`src/rtl/fccw_pkg.sv`:
```
// shared types, constants and codes of the fat12 cluster chain sector walker
`default_nettype none

package fccw_pkg;

    // fat byte store
    localparam int FAT_BYTES = 8192;
    localparam int FAT_AW    = 13;

    // field and word widths
    localparam int LBA_W      = 32;
    localparam int CLUSTER_W  = 12;
    localparam int SECTOR_W   = 8;
    localparam int FAT_IDX_W  = 14;
    localparam int CFG_IDX_W  = 3;
    localparam int CFG_DATA_W = 16;
    localparam int S_TDATA_W  = 40;
    localparam int S_TUSER_W  = 2;
    localparam int M_TDATA_W  = 32;
    localparam int M_TUSER_W  = 2;

    // root directory length divider
    localparam int DIV_W     = 22;
    localparam int DIVISOR_W = 13;
    localparam int DIV_CNT_W = 5;

    // fat entry decoding
    localparam logic [CLUSTER_W-1:0] END_MARK   = 12'hFF8;
    localparam logic [15:0]          ENTRY_MASK = 16'h0FFF;

    // register reset values
    localparam logic [15:0] RST_RESERVED_SECTORS = 16'd1;
    localparam logic [15:0] RST_SECTORS_PER_FAT  = 16'd9;
    localparam logic [7:0]  RST_FAT_COPIES       = 8'd2;
    localparam logic [15:0] RST_ROOT_ENTRIES     = 16'd224;
    localparam logic [12:0] RST_BYTES_PER_SECTOR = 13'd512;
    localparam logic [7:0]  RST_SECTORS_PER_CLUS = 8'd1;

    // item operations
    typedef enum logic [1:0] {
        OP_LOAD      = 2'd0,
        OP_OPEN_FILE = 2'd1,
        OP_OPEN_ROOT = 2'd2,
        OP_ADVANCE   = 2'd3
    } opcode_t;

    // result status codes
    typedef enum logic [1:0] {
        RS_SECTOR = 2'd0,
        RS_END    = 2'd1,
        RS_LOADED = 2'd2
    } resp_status_t;

    // configuration register indexes
    typedef enum logic [CFG_IDX_W-1:0] {
        CFG_RESERVED_SECTORS = 3'd0,
        CFG_SECTORS_PER_FAT  = 3'd1,
        CFG_FAT_COPIES       = 3'd2,
        CFG_ROOT_ENTRIES     = 3'd3,
        CFG_BYTES_PER_SECTOR = 3'd4,
        CFG_SECTORS_PER_CLUS = 3'd5
    } cfg_index_t;

    // controller states
    typedef enum logic [3:0] {
        S_IDLE,
        S_CALC_MUL,
        S_CALC_ROOT,
        S_CALC_DIV,
        S_CALC_DATA,
        S_FAT_RD0,
        S_FAT_RD1,
        S_ENTRY,
        S_CHECK,
        S_MUL,
        S_SUM,
        S_RESP
    } state_t;

    // controller to datapath commands
    typedef struct packed {
        logic accept;
        logic calc_start;
        logic calc_root;
        logic calc_data;
        logic fat_rd0;
        logic fat_rd1;
        logic entry_take;
        logic end_check;
        logic mul_take;
        logic sum_take;
        logic resp_load;
    } ctrl_cmd_t;

    // datapath to controller status
    typedef struct packed {
        logic dirty;
        logic wrap;
        logic root_mode;
        logic chain_ended;
        logic pos_end;
        logic div_done;
        logic out_free;
    } dp_sts_t;

endpackage

`default_nettype wire

```
`src/rtl/fccw_ctrl.sv`:
```
// controller state machine of the cluster chain sector walker
`default_nettype none

module fccw_ctrl (
    input  wire logic                          aclk,
    input  wire logic                          aresetn,
    input  wire logic                          s_tvalid,
    input  wire logic [fccw_pkg::S_TUSER_W-1:0] s_tuser,
    output logic                               s_tready,
    input  wire fccw_pkg::dp_sts_t             sts,
    output fccw_pkg::ctrl_cmd_t                cmd
);
    import fccw_pkg::*;

    state_t  state_reg;
    state_t  state_next;
    opcode_t op;

    assign op = opcode_t'(s_tuser);

    // state register
    always_ff @(posedge aclk) begin
        if (!aresetn) begin
            state_reg <= S_IDLE;
        end else begin
            state_reg <= state_next;
        end
    end

    // next state
    always_comb begin
        state_next = state_reg;
        unique case (state_reg)
            S_IDLE: begin
                if (sts.dirty) begin
                    state_next = S_CALC_MUL;
                end else if (s_tvalid) begin
                    unique case (op)
                        OP_LOAD:      state_next = S_RESP;
                        OP_OPEN_FILE: state_next = S_MUL;
                        OP_OPEN_ROOT: state_next = S_RESP;
                        OP_ADVANCE: begin
                            priority if (sts.root_mode || sts.chain_ended) begin
                                state_next = S_RESP;
                            end else if (sts.wrap) begin
                                state_next = S_FAT_RD0;
                            end else begin
                                state_next = S_CHECK;
                            end
                        end
                        default: state_next = S_IDLE;
                    endcase
                end
            end
            S_CALC_MUL:  state_next = S_CALC_ROOT;
            S_CALC_ROOT: state_next = S_CALC_DIV;
            S_CALC_DIV:  state_next = sts.div_done ? S_CALC_DATA : S_CALC_DIV;
            S_CALC_DATA: state_next = S_IDLE;
            S_FAT_RD0:   state_next = S_FAT_RD1;
            S_FAT_RD1:   state_next = S_ENTRY;
            S_ENTRY:     state_next = S_CHECK;
            S_CHECK:     state_next = sts.pos_end ? S_RESP : S_MUL;
            S_MUL:       state_next = S_SUM;
            S_SUM:       state_next = S_RESP;
            S_RESP:      state_next = sts.out_free ? S_IDLE : S_RESP;
            default:     state_next = S_IDLE;
        endcase
    end

    // outputs
    always_comb begin
        cmd      = '0;
        s_tready = 1'b0;
        unique case (state_reg)
            S_IDLE: begin
                s_tready   = !sts.dirty;
                cmd.accept = s_tvalid && !sts.dirty;
            end
            S_CALC_MUL:  cmd.calc_start = 1'b1;
            S_CALC_ROOT: cmd.calc_root  = 1'b1;
            S_CALC_DIV:  cmd            = '0;
            S_CALC_DATA: cmd.calc_data  = 1'b1;
            S_FAT_RD0:   cmd.fat_rd0    = 1'b1;
            S_FAT_RD1:   cmd.fat_rd1    = 1'b1;
            S_ENTRY:     cmd.entry_take = 1'b1;
            S_CHECK:     cmd.end_check  = 1'b1;
            S_MUL:       cmd.mul_take   = 1'b1;
            S_SUM:       cmd.sum_take   = 1'b1;
            S_RESP:      cmd.resp_load  = sts.out_free;
            default:     cmd            = '0;
        endcase
    end

    // checks
    a_no_accept_stale: assert property (@(posedge aclk) disable iff (!aresetn)
        cmd.accept |-> !sts.dirty && state_reg == S_IDLE)
        else $error("item taken with stale derived lba");
    a_resp_leaves: assert property (@(posedge aclk) disable iff (!aresetn)
        cmd.resp_load |=> state_reg == S_IDLE)
        else $error("result loaded without returning to idle");
    a_calc_not_busy: assert property (@(posedge aclk) disable iff (!aresetn)
        cmd.calc_start |-> !s_tready)
        else $error("ready during recompute");

endmodule

`default_nettype wire

```
`config.mk`:
```
export PLATFORM = sky130hd
export DESIGN_NAME = fccw_ctrl
export DESIGN_NICKNAME = d
export VERILOG_FILES = /design/src/rtl/fccw_pkg.sv /design/src/rtl/fccw_ctrl.sv
export SDC_FILE = /design/constraint.sdc
export NUM_CORES = 1
export LEC_CHECK = 0
export ABC_AREA = 0
export BUFFER_PORTS_ARGS = -buffer_cell sky130_fd_sc_hd__buf_4
export CAP_MARGIN = 20
export CORE_AREA = 4 4 41 43
export CTS_CLUSTER_SIZE = 16
export DETAILED_ROUTE_END_ITERATION = 10
export DIE_AREA = 0 0 45 47
export PLACE_DENSITY_LB_ADDON = 0.08
export SYNTH_ARGS = -nofsm -noshare
export SYNTH_HDL_FRONTEND = slang
export SYNTH_SLANG_ARGS = --single-unit
```
`constraint.sdc`:
```
create_clock -name aclk -period 1.5 [get_ports aclk]
set_input_delay 0.3 -clock aclk [delete_from_list [all_inputs] [get_ports aclk]]
set_output_delay 0.3 -clock aclk [all_outputs]
set_load 0.03 [all_outputs]
```
==> impl_metrics.csv, run 1 <==
group,metric,value,unit
outcome,status,"finished with violations",
outcome,violations,"negative setup slack",
sta,fmax,0.626,GHz
sta,fin_skew,0.000197,ns
detailed_routing,via_per_inst,5.20,
synth,synth_area_leader_cell,"dfxtp_1",
detailed_routing,firstDrtPassIters,4,
layout,final_cells,100,
floorplanning,rows,13,
placement,place_congestion,0.757,
pwr,peakVddDrop,0.690,mV
layout,finalNetCount,99,
cts,cts_root_buffer,"clkbuf_4",
critical_path,slowest_stage,"dfxtp_2",
critical_path,required,1.20,ns
placement,hpwl,967,um
sta,relSlewSlack,80.6,%
cts,clock-sinks,4,
sta,grt_setup_unrepaired,"true",
global_routing,gr-usage-all-layers,13.3,%
synth,synth.top_cell.area_share,19.8,%
sta,timing.final.crit_share,107,%
cts,cts_buffers,3,
synth,synth_area_leaders,"dfxtp_1, nor2_1, nand2b_1",
synth,synth_cells,55,
pwr,finalPower,1320,uW
cts,cts_hold_buffers,0,
sta,slew_viol_final,0,
global_routing,grt_pass1_wl,2040,um
critical_path,crit_arrival,1.30,ns
floorplanning,chipHeight,47,um
global_routing,grt_antenna_before_repair,0,
floorplanning,initial_utilization,31.1,%
layout,largest_reg_flops,4,
critical_path,cpPeakStageDelay,0.32,ns
critical_path,path_class,"reg -> out",
job,max-cap-violations,0,
layout,drive_gt1_share,62.4,%
synth,ys_seq_area_share,19.8,%
detailed_routing,route.detailed.drc,0,
floorplanning,dieArea,2120,um2
global_routing,grt_overflow,0,
layout,fillCellCount,133,
floorplanning,core_area,1300,um2
sta,hold_viol_final,0,
pwr,pwr_density_cell,1770,nW/um2
cts,cts_tree,"built",
layout,post-route-cell-area,743,um2
cts,htreeDepth,1,
sta,min_period,1.60,ns
sta,setup_viol,2,
sta,tightest_slew,0.288,ns
critical_path,cp_max_fo,3,
synth,ys_ff_latch,4,
synth,syn_nets,67,
placement,postPlaceCellArea,637,um2
critical_path,crit_chain,"nor4_4 > buf_4 > and3_4 > buf_6",
pwr,p_leak,0.000328,uW
global_routing,grt_pass1_vias,506,
detailed_routing,routedWlPerCell,12.2,um
detailed_routing,vias,520,
sta,setup_slack,-0.0979,ns
placement,port_buffers,23,
placement,place_inst,95,
critical_path,endpoint_kind,"output port",
global_routing,grt_start_max_net_pins,12,
layout,area_growth,83.9,%
critical_path,r2r_slack,0.12,ns
floorplanning,io_pins,24,
synth,syn-cell-area,404,um2
cts,clkSlewWorstSetupHoldPaths,0.04,ns
critical_path,start_kind,"flop",
hold_path,hp-class,"in -> reg",
critical_path,crit_buf_inv,2,
synth,ys_types,28,
synth,avgSynthCellArea,7.35,um2
detailed_routing,drtAntennaViolNets,0,
detailed_routing,routed_wl,1220,um
synth,ys.warnings.count,0,
floorplanning,die_w,45,um
detailed_routing,drtIter0Drc,5,
cts,clk_latency,0.24,ns
cts,cts_buffer_depth,2,
layout,antenna_cells,0,
critical_path,path_delay_family,"simple AND/OR/NAND/NOR gates",
## layout by cell type, fill, tap and decap left out, types with 2 or more instances in the layout
master,Yosys,final
a211oi_1,2,2
inv_1,5,4
o211ai_1,2,2
nor3_2,0,4
buf_6,0,4
a31oi_1,2,2
dfxtp_2,0,3
clkbuf_4,0,3
buf_4,0,26
nor2_1,7,6
nand2b_4,0,2
nand3_1,2,2
## report_power, final
group	switching [uW]	internal [uW]
registers	65.5	163
logic	477	478
clock network	44.1	89.5
total	587	730
## stage by stage
stage / worst slack (ns) / TNS, ns / utilization (%) / hold slack [ns]
after floorplan: -0.232 / -0.817 / - / 0.494
after global placement: 0.0861 / 0 / 48.9 / 0.629
after detailed placement: 0.0758 / 0 / 48.9 / 0.633
after CTS: -0.119 / -0.216 / 55.8 / 0.385
after global routing: -0.145 / -0.384 / 57.1 / 0.400
final: -0.0979 / -0.163 / 57.1 / 0.382
## worst reg2reg max path, cell delays in order (launching register included)
cell	delay [ns]
dfxtp_2	0.32
nor4_4	0.29
or4b_1	0.48
a211oi_2	0.21
## cells by family after synthesis
logic type / share of synthesized area (%)
buffers and inverters: 8.67
DFF: 19.8
and+or+nand+nor: 41.5
AOI/OAI and AO/OA: 30.0
## final cells by class
class | count | area, um2 | share of cell area (%)
Timing Repair Buffer | 31 | 260 | 35.0
Clock buffer | 3 | 22.5 | 3.03
Sequential cell | 4 | 87.6 | 11.8
Multi-Input combinational cell | 42 | 335 | 45.1
Inverter | 5 | 18.8 | 2.53
Tap cell | 15 | 18.8 | 2.53
## cells in the mapped netlist
master and n:
a211o_1 1, a211oi_1 2, a211oi_2 1, a21oi_1 1
a311o_1 1, a311oi_1 1, a31oi_1 2, and2_2 1
and3_2 1, and4b_1 1, buf_2 1, clkbuf_1 3
dfxtp_1 4, inv_1 5, nand2_1 2, nand2b_1 4
nand3_1 2, nand4bb_1 1, nor2_1 7, nor3_1 5
nor4_4 1, o2111ai_1 1, o211ai_1 2, o21a_1 1
o22a_1 1, o311ai_0 1, or2_2 1, or4b_1 1
## timing repair
| item | in CTS | in global routing |
|---|---|---|
| pin swaps | 3 | 0 |
| gates resized for setup | 15 | 5 |
| buffers inserted | 2 | 0 |
| setup endpoints to repair | 11 | 11 |
| gates cloned | 0 | 0 |
## per-layer routing
layer | track usage [%] | share of wire [%]
met5 | 0 | 0
met4 | 7.60 | 1.1
met3 | 2.30 | 6.9
met2 | 25.4 | 52
met1 | 13.4 | 40
## final timing paths
check / from / end / cells after the start
setup / recovery: state_reg[0] / cmd[10] / 4
hold reg to reg: state_reg[0] / state_reg[2] / 3
hold / removal: sts[6] / state_reg[2] / 3
setup reg to reg: state_reg[0] / state_reg[2] / 3
No activity file was read; power rests on OpenSTA's default activity.
==> run 2: changes to the inputs <==
==> constraint.sdc (replaced) <==
create_clock -name aclk -period 1.5 [get_ports aclk]
set_input_delay 0.075 -clock aclk [delete_from_list [all_inputs] [get_ports aclk]]
set_output_delay 0.075 -clock aclk [all_outputs]
set_load 0.03 [all_outputs]
==> impl_metrics.csv, run 2 (synthesis results as in run 1) <==
group,metric,value,unit
outcome,status,"finished, final reports clean",
sta,grt_setup_unrepaired,"false",
floorplanning,io_pins,24,
critical_path,start_kind,"flop",
detailed_routing,drtAntennaViolNets,0,
cts,cts_setup_buffers,0,
floorplanning,initial_utilization,31.1,%
global_routing,gr-usage-all-layers,12.9,%
layout,final_common_cell,"buf_4",
sta,slew_viol_final,0,
floorplanning,rows,13,
critical_path,r2r-end,"state_reg[2]",
layout,antenna_cells,0,
sta,tightest_slew,0.297,ns
sta,hold_viol_final,0,
global_routing,grt_antenna_before_repair,0,
cts,cts_tree,"built",
detailed_routing,route.detailed.drc,0,
hold_path,worstHoldStart,"sts[6]",
floorplanning,dieArea,2120,um2
cts,clock-sinks,4,
critical_path,path_class,"reg -> reg",
job,max-cap-violations,0,
critical_path,crit_chain,"nor4_4 > or4b_1 > a211oi_2",
placement,port_buffers,23,
critical_path,path_depth,3,
pwr,power.share.sequential,20.3,%
global_routing,grt_start_max_net_pins,16,
layout,largest_reg_flops,4,
critical_path,crit_arrival,1.56,ns
detailed_routing,routedWlPerCell,12.2,um
cts,cts_buffer_depth,2,
critical_path,cpPeakStageDelay,0.48,ns
sta,hold_ws,0.171,ns
cts,clk_latency,0.24,ns
critical_path,endpoint_kind,"flop",
critical_path,r2r_cells,3,
critical_path,slowest_stage,"or4b_1",
pwr,p_leak,0.000290,uW
pwr,p_sw,531,uW
pwr,power_frac_clock,12.5,%
detailed_routing,vias,508,
layout,area_growth,58.5,%
global_routing,grt_overflow,0,
floorplanning,core_area,1300,um2
sta,setup_viol,0,
floorplanning,chipHeight,47,um
cts,cts_root_buffer,"clkbuf_4",
placement,place_congestion,0.748,
placement,hpwl,995,um
layout,final_cell_mix,"buf_4, nor2_1, inv_1, nor3_1, nand2b_1",
pwr,power.internal,580,uW
floorplanning,die_w,45,um
layout,drive_gt1_share,45.1,%
sta,relSlewSlack,80.0,%
critical_path,cp_max_fo,2,
critical_path,startpoint,"state_reg[2]",
critical_path,r2r_slack,0.09,ns
sta,fmax,0.711,GHz
pwr,sw_frac_of_total,47.8,%
cts,clkSlewWorstSetupHoldPaths,0.04,ns
detailed_routing,drtIter0Drc,15,
critical_path,path_delay_family,"simple AND/OR/NAND/NOR gates",
layout,finalNetCount,96,
pwr,pwr_density_cell,1730,nW/um2
hold_path,min_path_cells,3,
critical_path,crit_buf_inv,0,
hold_path,hp-class,"in -> reg",
pwr,finalPower,1110,uW
sta,min_period,1.41,ns
cts,cts_buffers,3,
sta,fin_skew,0.00344,ns
global_routing,grt_pass1_wl,1990,um
hold_path,hold_end,"state_reg[2]",
pwr,comb_power_share,67.2,%
layout,final_cells,97,
cts,htreeDepth,1,
detailed_routing,routed_wl,1190,um
sta,timing.final.crit_share,93.8,%
placement,place_inst,94,
global_routing,grt_pass1_vias,478,
detailed_routing,firstDrtPassIters,4,
detailed_routing,via_per_inst,5.24,
pwr,peakVddDrop,0.736,mV
critical_path,r2r_start,"state_reg[2]",
critical_path,required,1.66,ns
[run 2: cell types whose count changed in the layout (fill, tap and decap cells not counted), sizes merged]
cell / previous run / this run
buf: 31 / 28
[run 2: power by group through the flow]
stage               Combinational (uW)  Sequential, uW  Clock, uW
CTS                                757             221        140
global route                       819             234        139
global placement                   755             221          0
floorplan                          507             194          0
finish                             746             225        139
detailed placement                 754             223          0
[run 2: per-layer routing]
layer / vias up / track usage [%] / wire, um
met5: - / 0 / 0
met2: 18 / 23.2 / 620
met3: 0 / 1.92 / 104
li1: 262 / - / -
met4: 0 / 7.02 / 0
met1: 228 / 14.6 / 460
[run 2: area by class of cell]
class	instances	area, um2
Fill cell	149	661
Multi-Input combinational cell	42	289
Timing Repair Buffer	28	210
Sequential cell	4	81.3
Clock buffer	3	22.5
Inverter	5	18.8
Tap cell	15	18.8
[run 2: tightest hold or removal path: stages]
cell      delay, ns
buf_4          0.09
or4b_1         0.12
a211oi_2       0.07
[run 2: stage by stage]
stage / util, % / setup TNS [ns] / worst slack (ns) / instance area, um2
after detailed placement: 47.4 / 0 / 0.0964 / 617
after floorplan: - / -0.00874 / -0.00709 / 404
after global placement: 47.4 / 0 / 0.150 / 617
after global routing: 49.2 / 0 / 0.000879 / 641
final: 49.2 / 0 / 0.0933 / 641
after CTS: 49.1 / 0 / 0.0420 / 639
[run 2: how the worst max path moves through the flow]
stage,slack (ns),end
2_1_floorplan,-0.007,cmd[7]
3_3_place_gp,0.15,state_reg[2]
3_5_place_dp,0.1,state_reg[2]
4_1_cts,0.04,cmd[8]
5_1_grt,0.0009,state_reg[2]
6_report,0.09,state_reg[2]
[run 2: what timing repair did]
item                       in CTS  in global routing
gates resized for setup         0                  1
setup endpoints to repair       0                  1
hold buffers                    0                  0
